$ cat config.mk
export PLATFORM = sky130hd
export DESIGN_NAME = key_debounce_press_timer
export DESIGN_NICKNAME = d
export VERILOG_FILES = /design/src/rtl/kdpt_pkg.sv /design/src/rtl/kdpt_key_mem.sv /design/src/rtl/kdpt_stamp_mem.sv /design/src/rtl/kdpt_update.sv /design/src/rtl/key_debounce_press_timer.sv
export VERILOG_INCLUDE_DIRS = /design/src /design/src/rtl
export SDC_FILE = /design/constraint.sdc
export NUM_CORES = 1
export LEC_CHECK = 0
export ABC_AREA = 1
export ABC_CLOCK_PERIOD_IN_PS = 5750
export BUFFER_PORTS_ARGS = -buffer_cell sky130_fd_sc_hd__buf_2
export CAP_MARGIN = 20
export CORE_MARGIN = 3
export CORE_UTILIZATION = 40
export DETAILED_ROUTE_END_ITERATION = 7
export PLACE_DENSITY_LB_ADDON = 0.25
export REMOVE_ABC_BUFFERS = 1
export SYNTH_ARGS = -nofsm -noshare
export SYNTH_HDL_FRONTEND = slang
export SYNTH_SLANG_ARGS = --single-unit
$ cat constraint.sdc
create_clock -name clk -period 5.75 [get_ports clk]
set_clock_uncertainty 0.05 [all_clocks]
set_input_delay 0.2875 -clock clk [delete_from_list [all_inputs] [get_ports clk]]
set_output_delay 0.2875 -clock clk [all_outputs]
set_load 0.02 [all_outputs]
$ cat src/rtl/key_debounce_press_timer_macros.svh
// ============================================================================
// Assertion macros for the key debounce press timer
// Concurrent checks sampled on clk and held off while rst_n is low.
// ============================================================================
`ifndef KEY_DEBOUNCE_PRESS_TIMER_MACROS_SVH
`define KEY_DEBOUNCE_PRESS_TIMER_MACROS_SVH

`ifndef SYNTHESIS

`define KDPT_ASSERT_SAME(label, ante, cons) \
  label: assert property (@(posedge clk) disable iff (!rst_n) (ante) |-> (cons)) \
    else $error("kdpt: same-cycle check failed");

`define KDPT_ASSERT_NEXT(label, ante, cons) \
  label: assert property (@(posedge clk) disable iff (!rst_n) (ante) |=> (cons)) \
    else $error("kdpt: next-cycle check failed");

`else

`define KDPT_ASSERT_SAME(label, ante, cons)

`define KDPT_ASSERT_NEXT(label, ante, cons)

`endif

`endif

$ cat src/rtl/kdpt_pkg.sv
`timescale 1ns / 1ps
// ============================================================================
// kdpt_pkg
// Shared types and codes of the key debounce press timer.
// ============================================================================
package kdpt_pkg;

  localparam int DUR_BITS = 32;

  localparam logic FUNC_POLL  = 1'b0;
  localparam logic FUNC_CLEAR = 1'b1;

  typedef enum logic [3:0] {
    ST_UP      = 4'b0001,
    ST_FALLING = 4'b0010,
    ST_DOWN    = 4'b0100,
    ST_RISING  = 4'b1000
  } kdpt_state_t;

  typedef enum logic [1:0] {
    EV_NONE    = 2'd0,
    EV_PRESS   = 2'd1,
    EV_RELEASE = 2'd2
  } kdpt_event_t;

  typedef struct packed {
    kdpt_state_t         st;
    logic [DUR_BITS-1:0] dur;
    logic                flag;
  } kdpt_rec_t;

  localparam kdpt_rec_t REC_RESET = '{st: ST_UP, dur: '0, flag: 1'b0};

  typedef struct packed {
    kdpt_rec_t   rec;
    logic        stamp_we;
    kdpt_event_t ev;
  } kdpt_upd_t;

endpackage

$ cat src/rtl/kdpt_key_mem.sv
`timescale 1ns / 1ps
// ============================================================================
// kdpt_key_mem
// Per-key record memory (debounce state, duration, flag) with registered
// read, per-entry valid bits and write-back bypass.
// ============================================================================
module kdpt_key_mem #(
  parameter int DEPTH = 4,
  parameter int AW    = 2
) (
  input  logic              clk,
  input  logic              rst_n,
  input  logic              rd_en,
  input  logic [AW-1:0]     rd_addr,
  output kdpt_pkg::kdpt_rec_t rd_q,
  input  logic              wr_en,
  input  logic [AW-1:0]     wr_addr,
  input  kdpt_pkg::kdpt_rec_t wr_data
);
  import kdpt_pkg::*;

  kdpt_rec_t        mem [DEPTH];
  kdpt_rec_t        mem_q_r;
  kdpt_rec_t        byp_r;
  logic [DEPTH-1:0] valid_r;
  logic             hit_r;
  logic             vld_r;

  always_ff @(posedge clk) begin
    if (wr_en) begin
      mem[wr_addr] <= wr_data;
    end
    if (rd_en) begin
      mem_q_r <= mem[rd_addr];
      byp_r   <= wr_data;
    end
  end

  always_ff @(posedge clk) begin
    if (!rst_n) begin
      valid_r <= '0;
      hit_r   <= 1'b0;
      vld_r   <= 1'b0;
    end else begin
      if (wr_en) begin
        valid_r[wr_addr] <= 1'b1;
      end
      if (rd_en) begin
        hit_r <= wr_en && (wr_addr == rd_addr);
        vld_r <= valid_r[rd_addr];
      end
    end
  end

  assign rd_q = hit_r ? byp_r : (vld_r ? mem_q_r : REC_RESET);

endmodule

$ cat src/rtl/kdpt_stamp_mem.sv
`timescale 1ns / 1ps
// ============================================================================
// kdpt_stamp_mem
// Per-key press timestamp memory with registered read and
// write-back bypass.
// ============================================================================
module kdpt_stamp_mem #(
  parameter int DEPTH = 4,
  parameter int AW    = 2,
  parameter int W     = 32
) (
  input  logic          clk,
  input  logic          rst_n,
  input  logic          rd_en,
  input  logic [AW-1:0] rd_addr,
  output logic [W-1:0]  rd_q,
  input  logic          wr_en,
  input  logic [AW-1:0] wr_addr,
  input  logic [W-1:0]  wr_data
);
  import kdpt_pkg::*;

  logic [W-1:0] mem [DEPTH];
  logic [W-1:0] mem_q_r;
  logic [W-1:0] byp_r;
  logic         hit_r;

  always_ff @(posedge clk) begin
    if (wr_en) begin
      mem[wr_addr] <= wr_data;
    end
    if (rd_en) begin
      mem_q_r <= mem[rd_addr];
      byp_r   <= wr_data;
    end
  end

  always_ff @(posedge clk) begin
    if (!rst_n) begin
      hit_r <= 1'b0;
    end else if (rd_en) begin
      hit_r <= wr_en && (wr_addr == rd_addr);
    end
  end

  assign rd_q = hit_r ? byp_r : mem_q_r;

endmodule

$ cat src/rtl/kdpt_update.sv
`timescale 1ns / 1ps
// ============================================================================
// kdpt_update
// Debounce state transition, press timestamp capture and duration update
// for one key record.
// ============================================================================
module kdpt_update #(
  parameter int TICK_BITS = 32
) (
  input  logic                 func,
  input  logic                 pin_level,
  input  logic [TICK_BITS-1:0] now,
  input  logic [TICK_BITS-1:0] stamp,
  input  kdpt_pkg::kdpt_rec_t  rec,
  output kdpt_pkg::kdpt_upd_t  upd
);
  import kdpt_pkg::*;

  logic                 pressed;
  logic [TICK_BITS-1:0] diff;
  logic [63:0]          diff_w;

  always_comb begin
    pressed      = !pin_level;
    diff         = now - stamp;
    diff_w       = 64'(diff);
    upd.rec      = rec;
    upd.stamp_we = 1'b0;
    upd.ev       = EV_NONE;
    if (func == FUNC_CLEAR) begin
      upd.rec.dur  = '0;
      upd.rec.flag = 1'b0;
    end else begin
      case (rec.st)
        ST_UP: begin
          if (pressed) upd.rec.st = ST_FALLING;
        end
        ST_FALLING: begin
          if (pressed) begin
            upd.rec.st   = ST_DOWN;
            upd.stamp_we = 1'b1;
            upd.ev       = EV_PRESS;
          end else begin
            upd.rec.st = ST_UP;
          end
        end
        ST_DOWN: begin
          if (!pressed) upd.rec.st = ST_RISING;
        end
        ST_RISING: begin
          if (!pressed) begin
            upd.rec.st   = ST_UP;
            upd.rec.dur  = diff_w[DUR_BITS-1:0];
            upd.rec.flag = 1'b1;
            upd.ev       = EV_RELEASE;
          end else begin
            upd.rec.st = ST_DOWN;
          end
        end
        default: begin
          upd.rec.st = ST_UP;
        end
      endcase
    end
  end

endmodule

$ cat src/rtl/key_debounce_press_timer.sv
`timescale 1ns / 1ps
// ============================================================================
// key_debounce_press_timer
// Per-key button debounce machine with press-length timer.
// ============================================================================
// The block takes one item per clock cycle while out_ready does not hold the
// output, and presents its result in the output register after the item has
// passed the read stage. A result held by out_ready low keeps the item behind
// it in the read stage and drops in_ready until the output register frees.
// Per-key state lives in two memories (debounce record and press timestamp)
// with a registered read: an item reads its key at the input transfer and the
// update is written back when the result is loaded into the output register.
// A following item on the same key picks up that write-back through a bypass,
// so items on one key may follow each other with no gap. An item whose key
// index is NUM_KEYS or more changes nothing and reports no event and no
// duration. Records come out of reset in the up state with no duration; no
// clearing pass is needed.
module key_debounce_press_timer #(
  parameter int NUM_KEYS  = 4,
  parameter int TICK_BITS = 32
) (
  input  logic        clk,
  input  logic        rst_n,
  input  logic        in_valid,
  output logic        in_ready,
  input  logic        in_func,
  input  logic [1:0]  in_key_index,
  input  logic        in_pin_level,
  input  logic [31:0] in_tick_now,
  output logic        out_valid,
  input  logic        out_ready,
  output logic [1:0]  out_key_event,
  output logic [31:0] out_press_duration,
  output logic        out_duration_valid
);
  import kdpt_pkg::*;

`include "key_debounce_press_timer_macros.svh"

  localparam int AW = (NUM_KEYS > 1) ? $clog2(NUM_KEYS) : 1;

  logic [6:0]           key_w;
  logic [63:0]          tick_w;
  logic [AW-1:0]        in_addr;
  logic                 in_range;
  logic                 in_xfer;
  logic                 s1_adv;
  logic                 rec_we;
  logic                 stamp_we;
  kdpt_rec_t            rec_q;
  logic [TICK_BITS-1:0] stamp_q;
  kdpt_upd_t            upd;

  logic                 s1_valid_r;
  logic                 s1_func_r;
  logic [AW-1:0]        s1_addr_r;
  logic                 s1_inr_r;
  logic                 s1_pin_r;
  logic [TICK_BITS-1:0] s1_tick_r;

  logic                 out_valid_r;
  logic [1:0]           out_key_event_r;
  logic [DUR_BITS-1:0]  out_press_duration_r;
  logic                 out_duration_valid_r;

  assign key_w    = {5'b0, in_key_index};
  assign tick_w   = 64'(in_tick_now);
  assign in_addr  = key_w[AW-1:0];
  assign in_range = key_w < 7'(NUM_KEYS);

  assign s1_adv   = s1_valid_r && (!out_valid_r || out_ready);
  assign in_ready = !s1_valid_r || s1_adv;
  assign in_xfer  = in_valid && in_ready;
  assign rec_we   = s1_adv && s1_inr_r;
  assign stamp_we = rec_we && upd.stamp_we;

  kdpt_key_mem #(
    .DEPTH (NUM_KEYS),
    .AW    (AW)
  ) u_key_mem (
    .clk     (clk),
    .rst_n   (rst_n),
    .rd_en   (in_xfer),
    .rd_addr (in_addr),
    .rd_q    (rec_q),
    .wr_en   (rec_we),
    .wr_addr (s1_addr_r),
    .wr_data (upd.rec)
  );

  kdpt_stamp_mem #(
    .DEPTH (NUM_KEYS),
    .AW    (AW),
    .W     (TICK_BITS)
  ) u_stamp_mem (
    .clk     (clk),
    .rst_n   (rst_n),
    .rd_en   (in_xfer),
    .rd_addr (in_addr),
    .rd_q    (stamp_q),
    .wr_en   (stamp_we),
    .wr_addr (s1_addr_r),
    .wr_data (s1_tick_r)
  );

  kdpt_update #(
    .TICK_BITS (TICK_BITS)
  ) u_update (
    .func      (s1_func_r),
    .pin_level (s1_pin_r),
    .now       (s1_tick_r),
    .stamp     (stamp_q),
    .rec       (rec_q),
    .upd       (upd)
  );

  always_ff @(posedge clk) begin
    if (!rst_n) begin
      s1_valid_r  <= 1'b0;
      out_valid_r <= 1'b0;
    end else begin
      if (in_xfer) begin
        s1_valid_r <= 1'b1;
      end else if (s1_adv) begin
        s1_valid_r <= 1'b0;
      end
      if (s1_adv) begin
        out_valid_r <= 1'b1;
      end else if (out_ready) begin
        out_valid_r <= 1'b0;
      end
    end
  end

  always_ff @(posedge clk) begin
    if (in_xfer) begin
      s1_func_r <= in_func;
      s1_addr_r <= in_addr;
      s1_inr_r  <= in_range;
      s1_pin_r  <= in_pin_level;
      s1_tick_r <= tick_w[TICK_BITS-1:0];
    end
    if (s1_adv) begin
      out_key_event_r      <= s1_inr_r ? upd.ev : EV_NONE;
      out_press_duration_r <= (s1_inr_r && upd.rec.flag) ? upd.rec.dur : '0;
      out_duration_valid_r <= s1_inr_r && upd.rec.flag;
    end
  end

  assign out_valid          = out_valid_r;
  assign out_key_event      = out_key_event_r;
  assign out_press_duration = out_press_duration_r;
  assign out_duration_valid = out_duration_valid_r;

  `KDPT_ASSERT_SAME(a_release_has_duration, out_valid && (out_key_event == EV_RELEASE),
    out_duration_valid)
  `KDPT_ASSERT_NEXT(a_advance_loads_output, s1_adv, out_valid_r)
  `KDPT_ASSERT_SAME(a_clear_drops_duration, s1_valid_r && (s1_func_r == FUNC_CLEAR),
    (upd.ev == EV_NONE) && !upd.rec.flag && !upd.stamp_we)
  `KDPT_ASSERT_SAME(a_out_of_range_no_write, s1_valid_r && !s1_inr_r, !rec_we && !stamp_we)

endmodule
Word level (Yosys, flattened, before mapping)
Memory sizes are Yosys's and may differ from the RTL's. A register that Yosys moved wholly into a read port is not among the register bits.
Cells that the tools add are included.
- $add $sub $neg: 1
- multipliers: 0
- divide/modulo/power cells: 0
- magnitude comparators: 4
- equality and inequality tests: 5
- shifts and indexed selects: 0
- multiplexer cells: 28
- bitwise operators: 2
- reductions and logical operators: 16
- operators with widths (cell ; count):
    $mux 33 ; 3
    $mux 37 ; 2
    $mux 32 ; 1
    $sub 32x32->32 ; 1
    $mux 4 ; 3
    $pmux 4 s3 ; 1
    $mux 1 ; 11
    $lt 2x3->1 const B ; 3
    $mux 3 ; 3
    $logic_and 1x1->1 ; 8
    $eq 4x1->1 const B ; 1
    $eq 4x2->1 const B ; 1
    $eq 4x3->1 const B ; 1
    $eq 4x4->1 const B ; 1
    $or 4x4->4 ; 1
    $pmux 2 s2 ; 1
    $reduce_bool 2->1 ; 2
    $reduce_or 2->1 ; 2
    $bmux 1 s2 ; 1
    $demux 1 s2 ; 1
    $eq 2x2->1 ; 1
    $ge 2x1->1 const B ; 1
    $logic_not 1->1 ; 2
    $logic_or 1x1->1 ; 2
    other kinds (2) ; 2
- flip-flop bits (word level): 150
- latch bits: 0
- memory bits (writable): 276
- bits in read-only memories: 0
- output and inout port bits: 37
- memories kept: 2
- memory list (name ; depth ; bits a word ; read ports ; clocked after memory_dff ; wr ports ; RTL line ; RTL):
    u_key_mem.mem ; 4 ; 37 ; 1 ; 1 ; 1 ; kdpt_key_mem.sv:22 ; kdpt_rec_t mem [DEPTH];
    u_stamp_mem.mem ; 4 ; 32 ; 1 ; 1 ; 1 ; kdpt_stamp_mem.sv:23 ; logic [W-1:0] mem [DEPTH];

Depth between registers and ports, before layout
- depth in word-level cells: 8
- gate-level depth with buffers: 16
- mapped depth without buffers: 15

By module
A second synthesis with hierarchy kept.
- cells, all modules: 1800
- area total of the unflattened synthesis: 21194.1 µm²
- modules (own cells, without submodules) (module ; instances ; cells an instance ; area each (µm²) ; seq. area each (µm²)):
    kdpt_key_mem ; 1 ; 522 ; 8314.2 ; 6786.5
    kdpt_stamp_mem ; 1 ; 428 ; 7139.3 ; 5785.5
    kdpt_update ; 1 ; 696 ; 3238.1 ; 0.0
    key_debounce_press_timer ; 1 ; 154 ; 2502.4 ; 2172.1

Worst setup path before layout
Ideal clock, no wire load.
- path type: reg-to-reg
- start point: reg out_valid_r, in the netlist out_valid
- end point: mem u_stamp_mem.mem[2][0], in the netlist u_stamp_mem.mem[1][0], enable pin
- library setup time: 0.421 ns
- arrival time: 4.910 ns
- required time: 5.279 ns
- path slack: 0.369 ns
- cell stages (with the launch flop): 6
- clock period less this slack: 5.381 ns
- cells stage by stage: dfxtp_1 nand2_1 nand2_1 nor3_1 inv_1 nor2_1
- cells in the longest elaborated chain, start to end: 7
- RTL lines (what ; RTL line ; RTL):
    start, declared ; key_debounce_press_timer.sv:61 ; logic out_valid_r;
    start signal, assigned ; key_debounce_press_timer.sv:120 ; out_valid_r <= 1'b0;
    start signal, assigned ; key_debounce_press_timer.sv:128 ; out_valid_r <= 1'b1;
    start signal, assigned ; key_debounce_press_timer.sv:130 ; out_valid_r <= 1'b0;
    $logic_not 1->1 ; key_debounce_press_timer.sv:71 ; assign s1_adv = s1_valid_r && (!out_valid_r || out_ready);
    $logic_or 1x1->1 ; key_debounce_press_timer.sv:71 ;
    $logic_and 1x1->1 ; key_debounce_press_timer.sv:71 ;
    $logic_and 1x1->1 ; key_debounce_press_timer.sv:74 ; assign rec_we = s1_adv && s1_inr_r;
    $logic_and 1x1->1 ; key_debounce_press_timer.sv:75 ; assign stamp_we = rec_we && upd.stamp_we;
    $mux 1 ; kdpt_stamp_mem.sv:29 ; if (wr_en) begin
    $mux 1 (not written as such) ; kdpt_stamp_mem.sv:30 ; mem[wr_addr] <= wr_data;
    end, declared ; kdpt_stamp_mem.sv:23 ;
No other way between the ends.

Final worst setup path
- start point: reg u_key_mem.hit_r
- end point: reg out_press_duration_r[0], in the netlist out_press_duration[0] (data pin)
- cells in the longest elaborated chain, start to end: 5
- elaborated cells between the ends (all ways): 6
- those cells by class: eq/ne: 1; mux: 4; reduce/logical: 1
- RTL lines (what ; RTL line ; RTL):
    start, declared ; kdpt_key_mem.sv:26 ; logic hit_r;
    start signal, assigned ; kdpt_key_mem.sv:49 ; hit_r <= wr_en && (wr_addr == rd_addr);
    $mux 37 (*) ; kdpt_key_mem.sv:55 ; assign rd_q = hit_r ? byp_r : (vld_r ? mem_q_r : REC_RESET);
    $eq 4x4->1 / $mux 33 (equally long branches) ; kdpt_update.sv:34, kdpt_update.sv:51 ;
    $mux 33 (*) ; kdpt_update.sv:34 ; case (rec.st)
    $mux 33 (*) ; kdpt_update.sv:30 ; if (func == FUNC_CLEAR) begin
    $logic_and 1x1->1 ; key_debounce_press_timer.sv:145 ; out_press_duration_r <= (s1_inr_r && upd.rec.flag) ? upd.rec.dur : '0;
    end signal, assigned ; key_debounce_press_timer.sv:145 ;
    end, declared ; key_debounce_press_timer.sv:63 ; logic [DUR_BITS-1:0] out_press_duration_r;
Every way passes the cells marked *; elsewhere a longest branch is shown, timed or not.
A chain may end at the register's enable or synchronous reset.

==> summary.md <==
| Metric | Value |
|---|---|
| IO Pins | `between 70 and 80` |
| Top_reg_cell synth | `edfxtp_1` |
| Max_cap viols | `0` |
| Drt drc | `0` |
| Required time worst endpoint | `6120 ps` |
| Routed vias | `between 10000 and 15000` |
| Commonest non-fill, non-tap cell in the layout | `edfxtp_1` |
| RSZ-0062 raised after global routing | `false` |
| Worst skew pair latency | `600 ps` |
| Rel. slew slack | `0.255` |
| YS warnings | `0` |
| CTS root buf | `clkbuf_16` |
| Share of layout cells above drive strength 1 | `0.113` |
| Worst slew pin tran | `1120 ps` |
| Commonest non-fill, non-tap cells in the layout | `485 x edfxtp_1, 283 x nand2_1, 207 x nor2_1, 149 x inv_1, 144 x o21ai_0` |
| Max FO, Critical Path | `36` |
| FFs w/ async S/R, synth | `0` |
| Power per cell area | `around 330 nW/um2` |
| Clk sinks | `494` |
| Final Hold Fails | `0` |
| Die Span X | `234 um` |
| # fillers | `4639` |
| PortBufs | `76` |
| Vias in the first global route | `around 12000` |
| Crit. End Element | `flop` |
| EDFF count, synth | `485` |
| Area growth syn-to-layout | `15.4%` |
| Max layer used | `met4` |
| Critical Path Start Type | `flop` |
| Synth top area cells | `edfxtp_1 70%, nand2_1 5.1%, nor2_1 3.8%` |
| Post-CTS sizing | `0` |
| F_max | `246 MHz` |
| Initial Utilization | `0.405` |
| Final period utilization | `0.707` |
| Via density | `5.09` |
| H-tree lvl count | `2` |
| Final Util | `0.467` |
| DR WL met2 | `22800 um` |
| Post-synth cell types | `44` |
| # diodes | `0` |
| Leading area contributor after synthesis | `edfxtp_1` |
| DR WL/cell | `18.5 um` |
| Leak pwr | `8.89 nW` |
| Slew Viols, Final | `0` |
| Min-delay worst type | `primary input to flop` |
| TritonCTS clock tree | `done` |
| DR WL met3 | `just over 2000 um` |
| Hold_ws | `160 ps` |
| Post-synth top area share | `0.698` |
| First-pass GRT wire length | `72300 um` |
| Dpl hpwl | `27900 um` |
| Drt total wl | `47000 um` |
| CORE AREA | `between 50000 and 60000 um2` |
| Kind of critical path | `flop to flop` |
| Worst vdd ir | `0.240 mV` |
| Clock Tree Buf Depth | `3` |
| CTS buffer count | `52` |
| Syn Inst Count | `about 1700` |
| DRT iter0 DRCs | `1052` |
| Syn_area_per_cell | `12.2 um2` |
| Mapped cell area | `20900 um2` |
| Fin crit period | `approximately 4100 ps` |
| Height of the die | `234 um` |
| Final Wtd Congestion | `0.848` |
| Total track usage | `0.172` |
| Initial antenna violation count | `0` |
| # setup viols final | `0` |
| Final antenna-violating net count | `0` |
| CP arrival | `4430 ps` |
| WL met1 | `20900 um` |
| Largest net degree at the start of global routing | `92` |
| Sum Neg Setup Slack | `0 ps` |
| Die area | `55000 um2` |
| Final net count | `1908` |
| Outcome | `finished clean` |
| Grt ovf | `0` |
| Row count | `between 80 and 90` |
| Seq cells post-synth | `494` |
| Reg clk slew, reported paths | `60 ps` |
| Drt first pass iters | `8` |
| Seq/Total Area, Yosys | `0.706` |
## per-stage QoR
stage / power [mW] / instances / worst slack, ps / instance area, um2
finish: 8.06 / 2548 / 1690 / 24100
global route: 8.37 / 2548 / 1400 / 24100
CTS: 8.15 / 2547 / 1700 / 24100
detailed placement: 4.79 / 2417 / 1760 / 22000
global placement: 4.78 / 2417 / 1840 / 22000
floorplan: 4.58 / 1644 / 179 / 20600
## worst max-delay path, cell delays in order, from the launching register on
cell and delay [ps]:
dfxtp_1 950, nor2_4 70, buf_4 320, a22oi_2 320, nand4_4 180, nor2_8 470
inv_4 330, nand2_1 170, nand2_2 560, nor3b_1 400
## state kept, by name, summed over array words and instances, names as in the netlist, 2 cells and up
| name | count |
|---|---|
| out_key_event | 2 |
| out_press_duration | 32 |
| s1_addr_r | 2 |
| s1_tick_r | 32 |
| u_key_mem.byp_r | 37 |
| u_key_mem.mem | 148 |
| u_key_mem.mem_q_r | 37 |
| u_key_mem.valid_r | 4 |
| u_stamp_mem.byp_r | 32 |
| u_stamp_mem.mem | 128 |
| u_stamp_mem.mem_q_r | 32 |
## power breakdown
part / switching [mW] / total, mW / internal (mW)
Clock: 1.38 / 3.33 / 1.96
Sequential: 0.0579 / 4.14 / 4.08
Combinational: 0.403 / 0.593 / 0.190
Total: 1.84 / 8.06 / 6.23
## logic make-up (layout without fill, tap and decap cells)
group           after synthesis  after routing  share of synthesized area
fa+ha+maj                    40             40                     0.0243
simple gates                582            582                      0.113
flops                       494            494                      0.706
compound gates              333            333                     0.0941
mux                          31             31                     0.0150
buf+inv                     224            378                     0.0427
xor+xnor                     10             10                    0.00420
## per-layer routing
metal	vias to the layer above	global-route usage
li1	6319	-
met1	6295	0.235
met2	285	0.286
met3	70	0.0235
met4	0	0.0584
met5	-	0
## synth_stat cells, drive strengths merged, types with 3 or more instances
cell type and n:
a21oi 70, o22ai 71, a22oi 17, nand4 5, inv 153, nand3b 5
edfxtp 485, nor3 9, buf 16, o21a 5, xnor2 5, xor2 5
o21bai 3, a22o 17, nand2 284, mux2i 29, nor2 212, nand3 60
dfxtp 9, clkbuf 54, o21ai 144, ha 39, or2 4
## path summary, 6_finish.rpt
| path | slack (ps) | startpoint | depth (start not counted) | endpoint |
|---|---|---|---|---|
| worst max-delay path | 1690 | u_key_mem.hit_r$_SDFFE_PN0P_ | 9 | out_press_duration[0]$_SDFFCE_PN0P_ |
| worst min-delay path | 160 | in_valid | 3 | s1_valid_r$_SDFFE_PN0P_ |
| worst max register to register | 1690 | u_key_mem.hit_r$_SDFFE_PN0P_ | 9 | out_press_duration[0]$_SDFFCE_PN0P_ |
| worst min register to register | 420 | u_key_mem.valid_r[2]$_SDFFE_PN0P_ | 2 | u_key_mem.valid_r[2]$_SDFFE_PN0P_ |
## final cells by class
cell class,count,area (um2),share of cell area
Sequential cell,494,14700,0.612
Multi-Input combinational cell,996,5280,0.219
Clock buffer,57,1340,0.0557
Timing Repair Buffer,130,903,0.0375
Tap cell,680,851,0.0353
Inverter,154,588,0.0244
Clock inverter,37,364,0.0151
## timing repair
item / 4_1_cts / 5_1_grt
hold endpoints to repair: 38 / 0
buffers inserted: 0 / 0
hold buffers: 36 / 0
endpoints found under the setup margin: 0 / 0
No activity file was read; power rests on OpenSTA's default activity.
